`src/sv/pcl_pkg.sv`:
```
`timescale 1ns / 1ps

package pcl_pkg;

	// field widths
	localparam int LINE_W   = 10;
	localparam int SAMPLE_W = 10;
	localparam int LEN_W    = 9;
	localparam int HSYNC_W  = 10;
	localparam int LEVEL_W  = 2;
	localparam int COL_W    = 10;
	localparam int ROW_W    = 10;

	// configuration port
	localparam int CFG_INDEX_W = 3;
	localparam int CFG_DATA_W  = 10;

	// register indexes
	localparam logic [CFG_INDEX_W-1:0] REG_HSYNC_LENGTH     = 3'd0;
	localparam logic [CFG_INDEX_W-1:0] REG_EQUALISING_LENGTH = 3'd1;
	localparam logic [CFG_INDEX_W-1:0] REG_BROAD_LENGTH     = 3'd2;
	localparam logic [CFG_INDEX_W-1:0] REG_F1_FIRST_LINE    = 3'd3;
	localparam logic [CFG_INDEX_W-1:0] REG_F1_LAST_LINE     = 3'd4;
	localparam logic [CFG_INDEX_W-1:0] REG_F2_FIRST_LINE    = 3'd5;
	localparam logic [CFG_INDEX_W-1:0] REG_F2_LAST_LINE     = 3'd6;

	// register reset values
	localparam logic [HSYNC_W-1:0] RST_HSYNC_LENGTH      = 10'd66;
	localparam logic [LEN_W-1:0]   RST_EQUALISING_LENGTH = 9'd33;
	localparam logic [LEN_W-1:0]   RST_BROAD_LENGTH      = 9'd382;
	localparam logic [LINE_W-1:0]  RST_F1_FIRST_LINE     = 10'd23;
	localparam logic [LINE_W-1:0]  RST_F1_LAST_LINE      = 10'd262;
	localparam logic [LINE_W-1:0]  RST_F2_FIRST_LINE     = 10'd336;
	localparam logic [LINE_W-1:0]  RST_F2_LAST_LINE      = 10'd575;

	// composite level codes
	localparam logic [LEVEL_W-1:0] LVL_SYNC  = 2'd0;
	localparam logic [LEVEL_W-1:0] LVL_BLACK = 2'd1;
	localparam logic [LEVEL_W-1:0] LVL_WHITE = 2'd2;

	// field sync shape: three groups of five half-line pulses
	localparam int PULSES_PER_GROUP = 5;
	localparam int FIELD_SYNC_HALVES = 3 * PULSES_PER_GROUP;

	// timing defaults
	localparam int SAMPLES_PER_LINE     = 896;
	localparam int HALF_LINE            = 448;
	localparam int SECOND_FIELD_START   = 280000;
	localparam int PICTURE_FIRST_SAMPLE = 191;
	localparam int SOURCE_WIDTH         = 640;

	typedef struct packed {
		logic [HSYNC_W-1:0] hsync_length;
		logic [LEN_W-1:0]   equalising_length;
		logic [LEN_W-1:0]   broad_length;
		logic [LINE_W-1:0]  f1_first_line;
		logic [LINE_W-1:0]  f1_last_line;
		logic [LINE_W-1:0]  f2_first_line;
		logic [LINE_W-1:0]  f2_last_line;
	} cfg_t;

	// field sync flags for one position
	typedef struct packed {
		logic blank;
		logic pulse;
	} fsync_t;

endpackage

```
`src/sv/pcl_cfg_regs.sv`:
```
`timescale 1ns / 1ps

module pcl_cfg_regs (
	input  logic                               clk,
	input  logic                               arst_n,
	input  logic                               cfg_write,
	input  logic [pcl_pkg::CFG_INDEX_W-1:0]    cfg_index,
	input  logic [pcl_pkg::CFG_DATA_W-1:0]     cfg_data,
	output pcl_pkg::cfg_t                      cfg
);

	pcl_pkg::cfg_t cfg_q;

	// register file, writes to unused indexes are dropped
	always_ff @(posedge clk or negedge arst_n) begin
		if (!arst_n) begin
			cfg_q.hsync_length      <= pcl_pkg::RST_HSYNC_LENGTH;
			cfg_q.equalising_length <= pcl_pkg::RST_EQUALISING_LENGTH;
			cfg_q.broad_length      <= pcl_pkg::RST_BROAD_LENGTH;
			cfg_q.f1_first_line     <= pcl_pkg::RST_F1_FIRST_LINE;
			cfg_q.f1_last_line      <= pcl_pkg::RST_F1_LAST_LINE;
			cfg_q.f2_first_line     <= pcl_pkg::RST_F2_FIRST_LINE;
			cfg_q.f2_last_line      <= pcl_pkg::RST_F2_LAST_LINE;
		end else if (cfg_write) begin
			unique case (cfg_index)
				pcl_pkg::REG_HSYNC_LENGTH: begin
					cfg_q.hsync_length <= cfg_data[pcl_pkg::HSYNC_W-1:0];
				end
				pcl_pkg::REG_EQUALISING_LENGTH: begin
					cfg_q.equalising_length <= cfg_data[pcl_pkg::LEN_W-1:0];
				end
				pcl_pkg::REG_BROAD_LENGTH: begin
					cfg_q.broad_length <= cfg_data[pcl_pkg::LEN_W-1:0];
				end
				pcl_pkg::REG_F1_FIRST_LINE: begin
					cfg_q.f1_first_line <= cfg_data[pcl_pkg::LINE_W-1:0];
				end
				pcl_pkg::REG_F1_LAST_LINE: begin
					cfg_q.f1_last_line <= cfg_data[pcl_pkg::LINE_W-1:0];
				end
				pcl_pkg::REG_F2_FIRST_LINE: begin
					cfg_q.f2_first_line <= cfg_data[pcl_pkg::LINE_W-1:0];
				end
				pcl_pkg::REG_F2_LAST_LINE: begin
					cfg_q.f2_last_line <= cfg_data[pcl_pkg::LINE_W-1:0];
				end
				default: begin
					cfg_q <= cfg_q;
				end
			endcase
		end
	end

	assign cfg = cfg_q;

endmodule

```
`src/sv/pcl_field_sync.sv`:
```
`timescale 1ns / 1ps

module pcl_field_sync #(
	parameter int W         = 20,
	parameter int HALF_LINE = pcl_pkg::HALF_LINE
) (
	input  logic [W-1:0]              offset,
	input  logic                      started,
	input  logic [pcl_pkg::LEN_W-1:0] equalising_length,
	input  logic [pcl_pkg::LEN_W-1:0] broad_length,
	output pcl_pkg::fsync_t           flags
);

	localparam int HALVES = pcl_pkg::FIELD_SYNC_HALVES;
	localparam logic [W:0] SPAN = (W+1)'(HALVES * HALF_LINE);

	logic [W:0]        off_x;
	logic [HALVES-1:0] hit;

	assign off_x = {1'b0, offset};

	// one comparator lane per half-line pulse
	for (genvar p = 0; p < HALVES; p++) begin : g_lane
		localparam logic [W:0] LO = (W+1)'(p * HALF_LINE);
		localparam bit IS_BROAD = (p >= pcl_pkg::PULSES_PER_GROUP) &&
			(p < 2 * pcl_pkg::PULSES_PER_GROUP);
		logic [pcl_pkg::LEN_W-1:0] len;
		logic [W:0]                hi;
		assign len    = IS_BROAD ? broad_length : equalising_length;
		assign hi     = LO + (W+1)'(len);
		assign hit[p] = (off_x >= LO) && (off_x < hi);
	end

	// black over the whole sequence, sync where any pulse covers the position
	assign flags.blank = started && (off_x < SPAN);
	assign flags.pulse = started && (|hit);

endmodule

```
`src/sv/pal_composite_level_generator_core.sv`:
```
// PAL composite level generator
//
// Input channel (in_valid / in_stall): one sample position per item,
// line_number, sample_index and the source pixel bit pixel_on for the
// coordinates that this position reports.
// Output channel (out_valid / out_stall): the composite level (sync, black,
// white), in_picture, and the source column and row for the position.
// Configuration: cfg_write, cfg_index, cfg_data write one timing register per
// cycle; write only while no item is in flight.
//
// Four register stages: line multiply, frame position add, field-sync pulse
// lanes, level merge. The accepting edge loads the first stage, and out_valid
// rises when the item reaches the fourth. Unless the output stalls, one item is
// taken per cycle, each stage passing one item on per cycle, so items can follow
// back to back. A stalled output holds its item; earlier stages keep filling
// empty slots, and in_stall rises only when every stage holds an item.
// Reset clears all valid bits and restores the default PAL timing registers.
`timescale 1ns / 1ps

module pal_composite_level_generator_core #(
	parameter int SAMPLES_PER_LINE     = pcl_pkg::SAMPLES_PER_LINE,
	parameter int HALF_LINE            = pcl_pkg::HALF_LINE,
	parameter int SECOND_FIELD_START   = pcl_pkg::SECOND_FIELD_START,
	parameter int PICTURE_FIRST_SAMPLE = pcl_pkg::PICTURE_FIRST_SAMPLE,
	parameter int SOURCE_WIDTH         = pcl_pkg::SOURCE_WIDTH
) (
	input  logic                            clk,
	input  logic                            arst_n,
	input  logic                            cfg_write,
	input  logic [pcl_pkg::CFG_INDEX_W-1:0] cfg_index,
	input  logic [pcl_pkg::CFG_DATA_W-1:0]  cfg_data,
	input  logic                            in_valid,
	output logic                            in_stall,
	input  logic [pcl_pkg::LINE_W-1:0]      line_number,
	input  logic [pcl_pkg::SAMPLE_W-1:0]    sample_index,
	input  logic                            pixel_on,
	output logic                            out_valid,
	input  logic                            out_stall,
	output logic [pcl_pkg::LEVEL_W-1:0]     level,
	output logic                            in_picture,
	output logic [pcl_pkg::COL_W-1:0]       source_column,
	output logic [pcl_pkg::ROW_W-1:0]       source_row
);

	// frame position width covers every position, start and sequence span
	localparam int POS_MAX = ((2 ** pcl_pkg::LINE_W) - 1) * SAMPLES_PER_LINE +
		(2 ** pcl_pkg::SAMPLE_W) - 1;
	localparam int SEQ_MAX = pcl_pkg::FIELD_SYNC_HALVES * HALF_LINE + (2 ** pcl_pkg::LEN_W);
	localparam int WIN_MAX = PICTURE_FIRST_SAMPLE + SOURCE_WIDTH;
	localparam int SPAN_A  = (POS_MAX > SECOND_FIELD_START) ? POS_MAX : SECOND_FIELD_START;
	localparam int SPAN_B  = (SPAN_A > SEQ_MAX) ? SPAN_A : SEQ_MAX;
	localparam int SPAN    = (SPAN_B > WIN_MAX) ? SPAN_B : WIN_MAX;
	localparam int POS_W   = $clog2(SPAN + 1);

	// flags and coordinates that ride alongside the position
	typedef struct packed {
		logic                       s_ok;
		logic                       hsync;
		logic                       in_pic;
		logic                       lit;
		logic [pcl_pkg::COL_W-1:0]  col;
		logic [pcl_pkg::ROW_W-1:0]  row;
	} side_t;

	pcl_pkg::cfg_t cfg;

	pcl_cfg_regs u_cfg_regs (
		.clk       (clk),
		.arst_n    (arst_n),
		.cfg_write (cfg_write),
		.cfg_index (cfg_index),
		.cfg_data  (cfg_data),
		.cfg       (cfg)
	);

	// pipeline handshake, a stage takes a new item when empty or draining
	logic v_s1, v_s2, v_s3, v_s4;
	logic rdy1, rdy2, rdy3, rdy4;

	assign rdy4     = !v_s4 || !out_stall;
	assign rdy3     = !v_s3 || rdy4;
	assign rdy2     = !v_s2 || rdy3;
	assign rdy1     = !v_s1 || rdy2;
	assign in_stall = !rdy1;

	always_ff @(posedge clk or negedge arst_n) begin
		if (!arst_n) begin
			v_s1 <= 1'b0;
			v_s2 <= 1'b0;
			v_s3 <= 1'b0;
			v_s4 <= 1'b0;
		end else begin
			if (rdy1) begin
				v_s1 <= in_valid;
			end
			if (rdy2) begin
				v_s2 <= v_s1;
			end
			if (rdy3) begin
				v_s3 <= v_s2;
			end
			if (rdy4) begin
				v_s4 <= v_s3;
			end
		end
	end

	// stage 1: line base, window and active-line decisions
	logic [POS_W-1:0]              prod_n;
	logic [POS_W-1:0]              samp_x;
	logic [POS_W-1:0]              rel_x;
	logic                          win_n;
	logic                          f1_act, f2_act;
	side_t                         side_n;

	always_comb begin
		samp_x = POS_W'(sample_index);
		rel_x  = samp_x - POS_W'(PICTURE_FIRST_SAMPLE);
		prod_n = POS_W'(line_number) * POS_W'(SAMPLES_PER_LINE);
		win_n  = (samp_x >= POS_W'(PICTURE_FIRST_SAMPLE)) && (rel_x < POS_W'(SOURCE_WIDTH));
		f1_act = (line_number >= cfg.f1_first_line) && (line_number <= cfg.f1_last_line);
		f2_act = (line_number >= cfg.f2_first_line) && (line_number <= cfg.f2_last_line);

		side_n.s_ok   = samp_x < POS_W'(SAMPLES_PER_LINE);
		side_n.hsync  = sample_index < cfg.hsync_length;
		side_n.in_pic = side_n.s_ok && win_n && (f1_act || f2_act);
		side_n.lit    = pixel_on;
		side_n.col    = rel_x[pcl_pkg::COL_W-1:0];
		// field one wins where both ranges match
		side_n.row    = f1_act ? (line_number - cfg.f1_first_line)
		                       : (line_number - cfg.f2_first_line);
	end

	logic [POS_W-1:0]             prod_s1;
	logic [pcl_pkg::SAMPLE_W-1:0] samp_s1;
	side_t                        side_s1;

	always_ff @(posedge clk) begin
		if (rdy1) begin
			prod_s1 <= prod_n;
			samp_s1 <= sample_index;
			side_s1 <= side_n;
		end
	end

	// stage 2: frame position and offset into the second field
	logic [POS_W-1:0] pos_n;
	logic [POS_W:0]   diff2_n;

	assign pos_n   = prod_s1 + POS_W'(samp_s1);
	assign diff2_n = {1'b0, pos_n} - (POS_W+1)'(SECOND_FIELD_START);

	logic [POS_W-1:0] pos_s2;
	logic [POS_W-1:0] d2_s2;
	logic             ge2_s2;
	side_t            side_s2;

	always_ff @(posedge clk) begin
		if (rdy2) begin
			pos_s2  <= pos_n;
			d2_s2   <= diff2_n[POS_W-1:0];
			ge2_s2  <= !diff2_n[POS_W];
			side_s2 <= side_s1;
		end
	end

	// stage 3: field sync pulse lanes for both fields
	pcl_pkg::fsync_t fs1_n, fs2_n;

	pcl_field_sync #(
		.W         (POS_W),
		.HALF_LINE (HALF_LINE)
	) u_field_one (
		.offset            (pos_s2),
		.started           (1'b1),
		.equalising_length (cfg.equalising_length),
		.broad_length      (cfg.broad_length),
		.flags             (fs1_n)
	);

	pcl_field_sync #(
		.W         (POS_W),
		.HALF_LINE (HALF_LINE)
	) u_field_two (
		.offset            (d2_s2),
		.started           (ge2_s2),
		.equalising_length (cfg.equalising_length),
		.broad_length      (cfg.broad_length),
		.flags             (fs2_n)
	);

	pcl_pkg::fsync_t fs1_s3, fs2_s3;
	side_t           side_s3;

	always_ff @(posedge clk) begin
		if (rdy3) begin
			fs1_s3  <= fs1_n;
			fs2_s3  <= fs2_n;
			side_s3 <= side_s2;
		end
	end

	// stage 4: merge levels, later rules override earlier ones
	logic [pcl_pkg::LEVEL_W-1:0] lvl_n;
	logic [pcl_pkg::COL_W-1:0]   col_n;
	logic [pcl_pkg::ROW_W-1:0]   row_n;

	always_comb begin
		lvl_n = side_s3.hsync ? pcl_pkg::LVL_SYNC : pcl_pkg::LVL_BLACK;
		if (fs1_s3.blank) begin
			lvl_n = pcl_pkg::LVL_BLACK;
		end
		if (fs1_s3.pulse) begin
			lvl_n = pcl_pkg::LVL_SYNC;
		end
		if (fs2_s3.blank) begin
			lvl_n = pcl_pkg::LVL_BLACK;
		end
		if (fs2_s3.pulse) begin
			lvl_n = pcl_pkg::LVL_SYNC;
		end
		if (side_s3.in_pic && side_s3.lit) begin
			lvl_n = pcl_pkg::LVL_WHITE;
		end
		// position past the end of the line is plain black
		if (!side_s3.s_ok) begin
			lvl_n = pcl_pkg::LVL_BLACK;
		end
		col_n = side_s3.in_pic ? side_s3.col : '0;
		row_n = side_s3.in_pic ? side_s3.row : '0;
	end

	logic [pcl_pkg::LEVEL_W-1:0] level_s4;
	logic                        in_pic_s4;
	logic [pcl_pkg::COL_W-1:0]   col_s4;
	logic [pcl_pkg::ROW_W-1:0]   row_s4;

	always_ff @(posedge clk) begin
		if (rdy4) begin
			level_s4  <= lvl_n;
			in_pic_s4 <= side_s3.in_pic;
			col_s4    <= col_n;
			row_s4    <= row_n;
		end
	end

	assign out_valid     = v_s4;
	assign level         = level_s4;
	assign in_picture    = in_pic_s4;
	assign source_column = col_s4;
	assign source_row    = row_s4;

endmodule

```
`config.mk`:
```
export PLATFORM = sky130hd
export DESIGN_NAME = pal_composite_level_generator_core
export DESIGN_NICKNAME = d
export VERILOG_FILES = /design/src/sv/pcl_pkg.sv /design/src/sv/pcl_cfg_regs.sv /design/src/sv/pcl_field_sync.sv /design/src/sv/pal_composite_level_generator_core.sv
export SDC_FILE = /design/constraint.sdc
export NUM_CORES = 1
export LEC_CHECK = 0
export BUFFER_PORTS_ARGS = -buffer_cell sky130_fd_sc_hd__buf_2
export CAP_MARGIN = 30
export CORE_AREA = 8 8 196 198
export DETAILED_ROUTE_END_ITERATION = 8
export DIE_AREA = 0 0 204 206
export PLACE_DENSITY = 0.67
export SETUP_SLACK_MARGIN = 0.3
export SYNTH_ARGS = -nofsm -noshare
export SYNTH_HDL_FRONTEND = slang
export SYNTH_SLANG_ARGS = --single-unit
```
`constraint.sdc`:
```
create_clock -name clk -period 8 [get_ports clk]
set_clock_uncertainty 0.15 [all_clocks]
set_input_delay 0.4 -clock clk [delete_from_list [all_inputs] [get_ports clk]]
set_output_delay 0.4 -clock clk [all_outputs]
set_load 0.03 [all_outputs]
```
### After elaboration in Yosys (flattened, before gate mapping)

Index checks and enable logic that the tools add are counted.

| operators by class | value |
|---|---|
| add/sub/neg operators | 19 |
| equality and inequality tests | 6 |
| mux-type cells | 7 |
| magnitude comparators | 70 |
| multiply operators | 1 |
| reduce and logical (&&, ||, !) cells | 60 |

Operator list:

| cell | count |
|---|---|
| < comparator 20 x 21 -> 1 bit | 28 |
| greater-or-equal comparator 20 x 12 -> 1 bit, second input constant | 10 |
| greater-or-equal comparator 20 x 13 -> 1 bit, second input constant | 10 |
| greater-or-equal comparator 20 x 11 -> 1 bit, second input constant | 4 |
| adder 13 x 9 -> 14 bit, first input constant | 5 |
| adder 12 x 9 -> 13 bit, first input constant | 5 |
| greater-or-equal comparator 20 x 1 -> 1 bit, second input constant | 2 |
| greater-or-equal comparator 20 x 10 -> 1 bit, second input constant | 2 |
| greater-or-equal comparator 20 x 9 -> 1 bit, second input constant | 2 |
| < comparator 20 x 13 -> 1 bit, second input constant | 2 |
| < comparator 20 x 9 -> 1 bit | 2 |
| logical AND 1 bit | 38 |
| OR reduction 15 bit | 2 |
| adder 11 x 9 -> 12 bit, first input constant | 2 |
| subtractor 20 x 19 -> 21 bit, second input constant | 1 |
| adder 20 x 10 -> 20 bit | 1 |
| greater-or-equal comparator 10 bit | 2 |
| <= comparator 10 bit | 2 |
| < comparator 20 x 10 -> 1 bit, second input constant | 1 |
| subtractor 10 bit | 2 |
| AND reduction 2 bit | 7 |
| multiplier 10 x 3 -> 13 bit, second input constant | 1 |
| adder 10 x 9 -> 11 bit, first input constant | 1 |
| subtractor 10 x 8 -> 11 bit, second input constant | 1 |
| 13 further kinds | 30 |

| word-level totals | value |
|---|---|
| word-level logic and storage cells | 205 |
| bits in registers | 235 |

### Logic depth before layout (Yosys ltp)

Gate-level depths: netlist of the first run.

| logic depth | value |
|---|---|
| depth after elaboration | 6 |
| depth in mapped cells | 13 |
| mapped depth without buffers | 13 |

### Cells and area by module

From an unflattened synthesis of the first run, not the netlist that was laid out.

| unflattened totals | value |
|---|---|
| cell total of the unflattened synthesis | 1358 |
| area, all modules | 15379.8 um2 |

By module, submodules not included:

| module | times used | cells each | area an instance (um2) |
|---|---|---|---|
| pal_composite_level_generator_core | 1 | 613 | 8205.4 |
| pcl_cfg_regs | 1 | 150 | 2742.6 |
| pcl_field_sync (u_field_two) | 1 | 304 | 2282.2 |
| pcl_field_sync (u_field_one) | 1 | 291 | 2149.6 |

### Worst setup path before layout of the first run

No wires, ideal clock.

| path | value |
|---|---|
| path kind | register to register |
| start | reg, netlist name u_cfg_regs.cfg[57] |
| end | reg fs2_s3[0] (netlist name) (data pin) |
| cell stages (with the launch flop) | 13 |
| path slack | 4.809 ns |
| buffers on the path | 0 |
| data arrival time | 2.889 ns |
| period minus slack after synthesis | 3.191 ns |
| cells stage by stage | dfrtp_1 > inv_1 > ha_1 > inv_1 > ha_1 > a2111oi_0 > a32oi_1 > a2111o_1 > a32o_1 > a32o_1 > nand4_1 > nor3_1 > a31oi_1 |

RTL lines:

| what | RTL line | RTL |
|---|---|---|
| end signal: assignment | pal_composite_level_generator_core.sv:198 | `fs2_s3 <= fs2_n;` |
| end: declaration | pal_composite_level_generator_core.sv:192 | `pcl_pkg::fsync_t fs1_s3, fs2_s3;` |

==> results of run 1 <==
-- sequential cells by signal (all words and copies together), names as in the netlist, 2 cells and up --
register / flops
d2_s2: 14
fs1_s3: 2
fs2_s3: 2
level: 2
pos_s2: 20
prod_s1: 13
samp_s1: 10
side_s1: 24
side_s2: 24
side_s3: 24
source_column: 10
source_row: 10
u_cfg_regs.cfg: 68
-- stage by stage --
| step | setup WS, ns | std cells |
|---|---|---|
| detailed placement | 4.40 | 1768 |
| global placement | 4.46 | 1765 |
| CTS | 4.37 | 1818 |
| finish | 4.29 | 1819 |
| global route | 4.08 | 1819 |
| floorplan | 4.81 | 1255 |
-- power by group through the flow --
stage / Clock (mW) / Combinational (mW) / Sequential, mW
final: 1.24 / 1.65 / 1.92
after global placement: 0 / 1.59 / 1.93
after CTS: 1.26 / 1.65 / 1.92
after detailed placement: 0 / 1.63 / 1.94
after global routing: 1.30 / 1.87 / 1.96
after floorplan: 0 / 1.18 / 1.89
-- worst paths after layout --
| check | startpoint | end | slack [ns] | depth (start not counted) |
|---|---|---|---|---|
| max | u_cfg_regs.cfg[57]$_DFFE_PN0P_ | fs2_s3[0]$_DFFE_PP_ | 4.29 | 12 |
| min | sample_index[8] | samp_s1[8]$_DFFE_PN_ | 0.02 | 1 |
| min in group asynchronous | arst_n | u_cfg_regs.cfg[38]$_DFFE_PN0P_ | 0.20 | 3 |
| min reg2reg | side_s1[12]$_DFFE_PN_ | side_s2[12]$_DFFE_PP_ | 0.27 | 0 |
| max reg2reg | u_cfg_regs.cfg[57]$_DFFE_PN0P_ | fs2_s3[0]$_DFFE_PP_ | 4.29 | 12 |
| max in group asynchronous | arst_n | u_cfg_regs.cfg[54]$_DFFE_PN1P_ | 6.87 | 4 |
-- logic make-up (layout without fill, tap and decap cells) --
| kind of cell | count (synthesis) | in the layout |
|---|---|---|
| flops | 229 | 229 |
| simple gates | 322 | 322 |
| compound gates | 272 | 272 |
| buf+inv | 150 | 253 |
| fa+ha+maj | 195 | 195 |
| mux | 38 | 38 |
| xor+xnor | 49 | 49 |
-- cell usage after synthesis (all sizes together) (10+ instances only) --
cell type  number  area [µm²]
mux2           34         383
a31oi          17         106
nor3           24         120
xnor2          36         315
a21o           28         210
nand3          22         110
nor2           51         191
nand2          83         312
nor4           11        68.8
xor2           13         114
nand2b         16         100
a21oi          63         315
and2           23         144
nor2b          23         144
o21ai          80         404
nand4          23         144
and3           10        62.6
ha            182        2280
a211oi         14         110
clkbuf         22        82.6
edfxtp        157        4710
inv           127         477
dfstp          28         736
dfrtp          44        1100
fa             13         260
-- worst max-delay path: cells and delay by family, from the launching register on --
family / cells / cell delay, ns
AO/OA/AOI/OAI: 6 / 1.65
adder cells (fa/ha/maj): 2 / 0.61
flip-flops: 1 / 0.50
buffers and inverters: 2 / 0.49
AND/OR/NAND/NOR: 2 / 0.14
-- cell type report --
cell class                      instances  area (µm²)  share of cell area
Multi-Input combinational cell        876        6850               0.432
Inverter                              127         477              0.0301
Tap cell                              461         577              0.0364
Clock buffer                           30         654              0.0413
Timing Repair Buffer                   81         510              0.0322
Clock inverter                         15         239              0.0151
Sequential cell                       229        6550               0.413
-- per-layer routing --
metal	up-vias	share of wire	GRT usage
met1	4764	0.45	0.204
met5	-	0	0
met2	260	0.47	0.253
met4	0	0.030	0.0486
met3	70	0.046	0.0216
li1	4769	-	-
==> flow_summary.toml, run 1 <==
[yosys]
synth_edf_count = 157
ys_types = 67
synth_xor_area_frac = 0.0308
synthMuxAreaShare = 0.0303
synth_nets = 1489
synth_top_family_by_area = "adder cells"
ys_async_sr_fraction = 0.314
synth_ff_type = "edfxtp_1"
avgSynthCellArea_um2 = 11.1
ys_warn_count = 0
synth_cells = 1255
synth-simple-area-share = 0.120
synth_area_mm2 = 0.0139
yosysSeqAreaShare = 0.470
synthAdderAreaFrac = 0.182
synth_compound_area_frac = 0.126
synth_seq_cells = 229

[run]
drv_cap = 0

[timing]
fin_crit_sh = 0.464
hold_viol_final = 0
whs_ns = 0.0188
setup-tns-final_ns = 0
rsz0062_at_grt = "false"
final.min_clock_period_ns = 3.71
relSlewSlack = 0.316
fmax_mhz = 270
finalSetupViolCount = 0
tightest_slew_ns = 1.03
maxSlewViolCount = 0

[clock_tree]
cts.clk_slew.worst_paths_ns = 0.06
clockRootBuffer = "clkbuf_16"
cts_tree = "done"
cts_resized = 0
cts_sinks = 229
postCtsSetupBuffers = 0
clk_latency_ns = 0.51
postCtsHoldBufs = 5
cts_buffer_depth = 3
cts_max_level = 1
cts_buffers = 25

[die]
die_w_um = 204
die_area_mm2 = 0.0420
die_height_um = 206
num_rows = 69
core_mm2 = 0.0352
boundaryPins = 64
start_util = 0.396

[placed_design]
io_buffer_count = 63
hpwl_mm = 24.0
placed_cell_area_mm2 = 0.0149
gp_congestion = 0.991

[final_layout]
finish.utilization = 0.450
fillers = 3231
n_antenna_cell = 0
drive_above_1_share = 0.147
syn_to_final_growth_pct = 13.7
layout_commonest_cell = "ha_1"
design_area_mm2 = 0.0159
nNetsFinal = 1574
layout_common_cells = "ha_1 (182), edfxtp_1 (157), inv_1 (127), nand2_1 (82), o21ai_0 (78)"

[power_and_ir_drop]
swShare = 0.349
peakVddDrop_mv = 0.193
p_sw_mw = 1.68
power_mw = 4.81
power_frac_seq = 0.399
p_per_area_mw_per_mm2 = 303
p_comb_frac = 0.344
power_frac_clock = 0.257
intPower_mw = 3.13
p_leak_nw = 6.78

[setup_path]
crit_arrival_ns = 3.92
cp_slowest_stage_delay_ns = 0.50
cp_max_fo = 12
cp_data_required_time_ns = 8.21
endpoint_kind = "flip-flop"
worstSetupPathType = "reg2reg"
slowest_stage = "dfrtp_1"
start_kind = "flip-flop"
path_cells = "inv_1 > ha_1 > inv_1 > ha_1 > a2111oi_0 > a32oi_1 > a2111o_1 > a32o_1 > a32o_1 > nand4_1 > nor3_1 > a31oi_1"

[global_routing]
grt_first_pass_wirelength_mm = 51.8
grt_max_degree = 67
antenna_found_initial = 0
first_global_vias = 9860
track_usage = 0.152
grt-ovfl-total = 0

[hold_path]
hold_class = "in2reg"

[routing]
drtAntennaViolNets = 0
drc = 0
routed_wl_mm = 32.4
routedWlPerCell_um = 17.8
routed-via-count = 9863
drt_iter0_markers = 726
dr.pass1.iters = 7
drt-vias-per-instance = 5.42

[status]
status = "finished clean"
No activity file was read; power rests on OpenSTA's default activity.
==> run 2, diff against run 1 <==
==> constraint.sdc (replaced) <==
create_clock -name clk -period 3.6 [get_ports clk]
set_clock_uncertainty 0.15 [all_clocks]
set_input_delay 0.18 -clock clk [delete_from_list [all_inputs] [get_ports clk]]
set_output_delay 0.18 -clock clk [all_outputs]
set_load 0.03 [all_outputs]
==> flow_summary.toml, run 2 (same netlist as run 1, synthesis figures left out) <==
[status]
status = "finished clean"

[power_and_ir_drop]
p_per_area_mw_per_mm2 = 652
p_comb_frac = 0.374
p_leak_nw = 6.91
power_frac_seq = 0.396
swShare = 0.355
power_frac_clock = 0.230
p_sw_mw = 3.74
peakVddDrop_mv = 0.422
intPower_mw = 6.78

[routing]
dr.pass1.iters = 5
drc = 0
drt_iter0_markers = 719
drt-vias-per-instance = 5.38
routed_wl_mm = 33.5
routedWlPerCell_um = 18.0
routed-via-count = 10021
drtAntennaViolNets = 0

[final_layout]
layout_commonest_cell = "ha_1"
finalNonFillerCells = 1861
syn_to_final_growth_pct = 15.6
n_antenna_cell = 0
drive_above_1_share = 0.161
layout_common_cells = "ha_1 (180), edfxtp_1 (157), inv_1 (125), nand2_1 (82), o21ai_0 (78)"
fillers = 3262
nNetsFinal = 1615
largest_register_ffs = 68

[clock_tree]
cts.clk_slew.worst_paths_ns = 0.06
cts_buffers = 25
clockRootBuffer = "clkbuf_16"
cts_tree = "done"
cts_buffer_depth = 3
cts_max_level = 1
cts_sinks = 229
clk_latency_ns = 0.51

[timing]
relSlewSlack = 0.256
maxSlewViolCount = 0
fin_crit_sh = 0.891
fmax_mhz = 312
hold_viol_final = 0
final.min_clock_period_ns = 3.21
setup-tns-final_ns = 0
tightest_slew_ns = 1.11
rsz0062_at_grt = "true"
finalSetupViolCount = 0

[setup_path]
start_kind = "flip-flop"
endpoint_kind = "flip-flop"
crit_arrival_ns = 3.40
critPathLaunch = "pos_s2[1]$_DFFE_PP_"
worstSetupPathType = "reg2reg"
cp_data_required_time_ns = 3.79
cp_max_fo = 3
rr_startpoint = "pos_s2[1]$_DFFE_PP_"
reg2reg_slack_ns = 0.39

[global_routing]
grt-ovfl-total = 0
antenna_found_initial = 1
first_global_vias = 10237
track_usage = 0.160
grt_first_pass_wirelength_mm = 54.2
grt_max_degree = 37

[placed_design]
io_buffer_count = 63
hpwl_mm = 24.8
dpl.cell_count = 1784
gp_congestion = 0.940

[die]
core_mm2 = 0.0352
num_rows = 69
boundaryPins = 64
die_w_um = 204
start_util = 0.396
die_height_um = 206
die_area_mm2 = 0.0420

[run]
drv_cap = 0

[hold_path]
min-delay-start = "line_number[1]"
hold_class = "in2reg"
[run 2: through the flow]
step	hold slack [ns]	setup WS [ns]	power [mW]	instance area (µm²)	util
3_5_place_dp	0.203	0.298	8.03	15000	0.426
5_1_grt	0.0594	0.274	11.3	16100	0.458
3_3_place_gp	0.199	0.257	7.92	15000	0.426
4_1_cts	0.0327	0.334	10.5	16000	0.455
2_1_floorplan	-0.266	0.409	6.82	13900	-
6_report	0.0578	0.392	10.5	16100	0.458
[run 2: power groups by stage]
stage	clock [mW]	combinational [mW]	sequential [mW]
global placement	0	3.73	4.19
global route	2.58	4.45	4.24
CTS	2.48	3.86	4.17
detailed placement	0	3.81	4.21
finish	2.42	3.93	4.16
floorplan	0	2.62	4.19
[run 2: final timing paths]
kind	endpoint	cells after the start
worst max-delay path	fs2_s3[0]$_DFFE_PP_	11
worst min-delay path	prod_s1[8]$_DFFE_PN_	2
worst max register to register	fs2_s3[0]$_DFFE_PP_	11
worst min register to register	side_s2[0]$_DFFE_PP_	0
max in group asynchronous	u_cfg_regs.cfg[54]$_DFFE_PN1P_	3
min in group asynchronous	u_cfg_regs.cfg[17]$_DFFE_PN0P_	2
[run 2: layout make-up]
class | instances | area [µm²] | share of cell area
Clock inverter | 11 | 110 | 0.00683
Timing Repair Buffer | 122 | 853 | 0.0529
Inverter | 127 | 477 | 0.0296
Multi-Input combinational cell | 876 | 6890 | 0.427
Sequential cell | 229 | 6550 | 0.406
Clock buffer | 35 | 673 | 0.0417
Tap cell | 461 | 577 | 0.0358
[run 2: worst max-delay path, cell delays in order (launching register included)]
cell	delay, ns
edfxtp_1	0.39
ha_1	0.20
or3b_2	0.46
a21oi_1	0.37
nor3_1	0.12
buf_4	0.16
a2111oi_1	0.57
buf_4	0.21
a41oi_1	0.04
nand4_1	0.13
nor3_2	0.06
a31oi_1	0.18
[run 2: metal layers]
metal	wire (µm)	global-route usage	share of wire	up-vias
li1	-	-	-	4861
met1	15100	0.214	0.45	4817
met2	15500	0.260	0.46	269
met3	1860	0.0270	0.056	72
met4	1030	0.0537	0.031	2
met5	13	0	0.00039	-
[run 2: repair_timing]
action,4_1_cts,5_1_grt
setup buffers,0,4
hold endpoints to repair,110,0
hold buffers,25,0
endpoints found under the setup margin,1,7
pin swaps,0,0
gates resized for setup,2,9
==> run 3, diff against run 2 <==
--- a/config.mk
+++ b/config.mk
@@ -7,11 +7,12 @@
 export LEC_CHECK = 0
 export BUFFER_PORTS_ARGS = -buffer_cell sky130_fd_sc_hd__buf_2
 export CAP_MARGIN = 30
-export CORE_AREA = 8 8 196 198
+export CORE_AREA = 8 8 206 208
 export DETAILED_ROUTE_END_ITERATION = 8
-export DIE_AREA = 0 0 204 206
-export PLACE_DENSITY = 0.67
+export DIE_AREA = 0 0 214 216
+export PLACE_DENSITY = 0.66
 export SETUP_SLACK_MARGIN = 0.3
 export SYNTH_ARGS = -nofsm -noshare
 export SYNTH_HDL_FRONTEND = slang
+export SYNTH_HIERARCHICAL = 1
 export SYNTH_SLANG_ARGS = --single-unit
==> flow_summary.toml, run 3 <==
[status]
status = "finished clean"

[routing]
drtAntennaViolNets = 0
routedWlPerCell_um = 18.0
routed_wl_mm = 36.1
drt_iter0_markers = 580
dr.pass1.iters = 5
drt-vias-per-instance = 5.39
drc = 0
routed-via-count = 10827

[timing]
setup-tns-final_ns = 0
maxSlewViolCount = 0
hold_viol_final = 0
relSlewSlack = 0.389
fin_crit_sh = 0.856
whs_ns = 0.0188
tightest_slew_ns = 0.913
rsz0062_at_grt = "false"
finalSetupViolCount = 0
final.min_clock_period_ns = 3.08
fmax_mhz = 325

[global_routing]
met1_usage = 0.194
grt_max_degree = 40
track_usage = 0.151
antenna_found_initial = 1
busiest_layer = "met2"
use_met2 = 0.263
grtUsageMet3 = 0.0201
first_global_vias = 10910
grt_first_pass_wirelength_mm = 57.4
grt-ovfl-total = 0

[die]
die_w_um = 214
start_util = 0.393
die_area_mm2 = 0.0462
boundaryPins = 64
die_height_um = 216
num_rows = 73
core_mm2 = 0.0392

[clock_tree]
cts_sinks = 229
cts_tree = "done"
cts.clk_slew.worst_paths_ns = 0.06
cts_buffers = 25
cts_max_level = 1
clk_latency_ns = 0.51
cts_buffer_depth = 3
clockRootBuffer = "clkbuf_16"
postCtsSetupBuffers = 0

[run]
drv_cap = 0

[setup_path]
reg2reg_to = "fs1_s3[0]$_DFFE_PP_"
rr_worst_depth = 10
rr_startpoint = "u_cfg_regs/cfg[48]$_DFFE_PN1P_"
start_kind = "flip-flop"
endpoint_kind = "flip-flop"
slowest_stage = "dfstp_2"
cp_data_required_time_ns = 3.69
cp_slowest_stage_delay_ns = 0.64
path_cells = "inv_1 > ha_1 > inv_1 > ha_1 > nand3_1 > a2111oi_0 > nand3b_1 > o2111ai_1 > a2111oi_2 > a31oi_1"
critPathLaunch = "u_cfg_regs/cfg[48]$_DFFE_PN1P_"
reg2reg_slack_ns = 0.52
crit_arrival_ns = 3.17
worstSetupEndpoint = "fs1_s3[0]$_DFFE_PP_"
worstSetupPathType = "reg2reg"
cp_max_fo = 9

[yosys]
yosysMostFrequentCell = "ha_1"
synth_top_cell_area_share = 0.307
synth_edf_count = 157
ys_types = 96
synth_ff_type = "edfxtp_1"
synth_seq_cells = 229
ys_async_sr_fraction = 0.314
yosysTopAreaCell = "edfxtp_1"
avgSynthCellArea_um2 = 11.3
synth_nets = 1624
synth_commonest_cells = "ha_1 (214), edfxtp_1 (157), inv_1 (144)"
yosysSeqAreaShare = 0.426
yosys-top-cells-area = "edfxtp_1 (31%), ha_1 (17%), dfrtp_1 (7.2%)"
synth_area_mm2 = 0.0154
ys_warn_count = 6
synth_cells = 1358

[placed_design]
hpwl_mm = 27.2
placed_cell_area_mm2 = 0.0164
io_buffer_count = 63
gp_congestion = 0.960

[final_layout]
largest_register_ffs = 68
seqCellArea_mm2 = 0.00655
drive_above_1_share = 0.181
fillers = 3614
syn_to_final_growth_pct = 13.3
n_antenna_cell = 0
multi_input_area_mm2 = 0.00816
design_area_mm2 = 0.0174
nNetsFinal = 1732
layout_common_cells = "ha_1 (214), edfxtp_1 (157), inv_1 (142), nand2_1 (69), buf_2 (63)"
finish.utilization = 0.445
layout_commonest_cell = "ha_1"

[power_and_ir_drop]
power_mw = 11.4
p_leak_nw = 7.48
p_per_area_mw_per_mm2 = 656
peakVddDrop_mv = 0.345

[hold_path]
hold_class = "in2reg"
## run 3: changes by cell type in the layout (fill, tap and decap cells not counted), sizes merged, moves of 10 or more
| cell | previous run | this run |
|---|---|---|
| nand2 | 83 | 72 |
| nand3 | 22 | 32 |
| buf | 97 | 86 |
| mux2 | 34 | 69 |
| inv | 129 | 148 |
| ha | 182 | 214 |
| o21ai | 80 | 47 |
| a21o | 28 | 18 |
## run 3: power breakdown
part,leakage [nW],internal [mW],switching [mW],total [mW]
Combinational,4.66,1.92,2.62,4.54
Clock,0.392,1.50,1.04,2.54
Sequential,2.43,3.75,0.596,4.35
Total,7.48,7.17,4.26,11.4
## run 3: kinds of logic after synthesis
logic type	after synthesis	synth area share
and+or+nand+nor	341	0.123
AOI/OAI and AO/OA	261	0.120
DFF	229	0.426
adders and majority gates	227	0.191
buffers and inverters	169	0.0448
muxes	79	0.0639
xor gates and xnor gates	51	0.0305
other	1	0.000244
## run 3: through the flow
stage               worst slack (ns)  cells
finish                         0.520   2009
global route                   0.320   2009
CTS                            0.351   2008
detailed placement             0.357   1945
global placement               0.448   1945
floorplan                      0.588   1358
## run 3: worst max-delay path, delay by kind of cell (launching register included)
family,cells,cell delay (ns)
AO/OA/AOI/OAI,4,0.96
flip-flops,1,0.64
buffers and inverters,2,0.19
adder cells (fa/ha/maj),2,0.61
AND/OR/NAND/NOR,2,0.27
## run 3: layout make-up
class,instances,area share
clock buffers,27,0.0363
repair buffers,104,0.0395
clock inverters,18,0.0108
multi-input cells,960,0.468
flip-flops and latches,229,0.376
inverters,146,0.0316
well taps,525,0.0377
## run 3: how the worst min path moves through the flow
stage / start / to / cells past startpoint
after floorplan: arst_n / out_valid$_DFFE_PN0P_ / 0
after global routing: cfg_data[8] / u_cfg_regs/cfg[28]$_DFFE_PN1P_ / 2
after detailed placement: arst_n / u_cfg_regs/cfg[10]$_DFFE_PN0P_ / 1
after global placement: arst_n / u_cfg_regs/cfg[10]$_DFFE_PN0P_ / 1
final: cfg_data[8] / u_cfg_regs/cfg[28]$_DFFE_PN1P_ / 2
after CTS: cfg_data[8] / u_cfg_regs/cfg[28]$_DFFE_PN1P_ / 2
## run 3: routing by layer
| metal | vias to the layer above | wire, µm |
|---|---|---|
| li1 | 5224 | - |
| met1 | 5287 | 16300 |
| met2 | 263 | 17500 |
| met3 | 53 | 1480 |
| met4 | 0 | 837 |
| met5 | - | 0 |
## run 3: timing repair
action | 4_1_cts | 5_1_grt
setup endpoints to repair | 0 | 2
hold endpoints to repair | 75 | 0
hold buffers | 18 | 0
resized for setup | 0 | 6
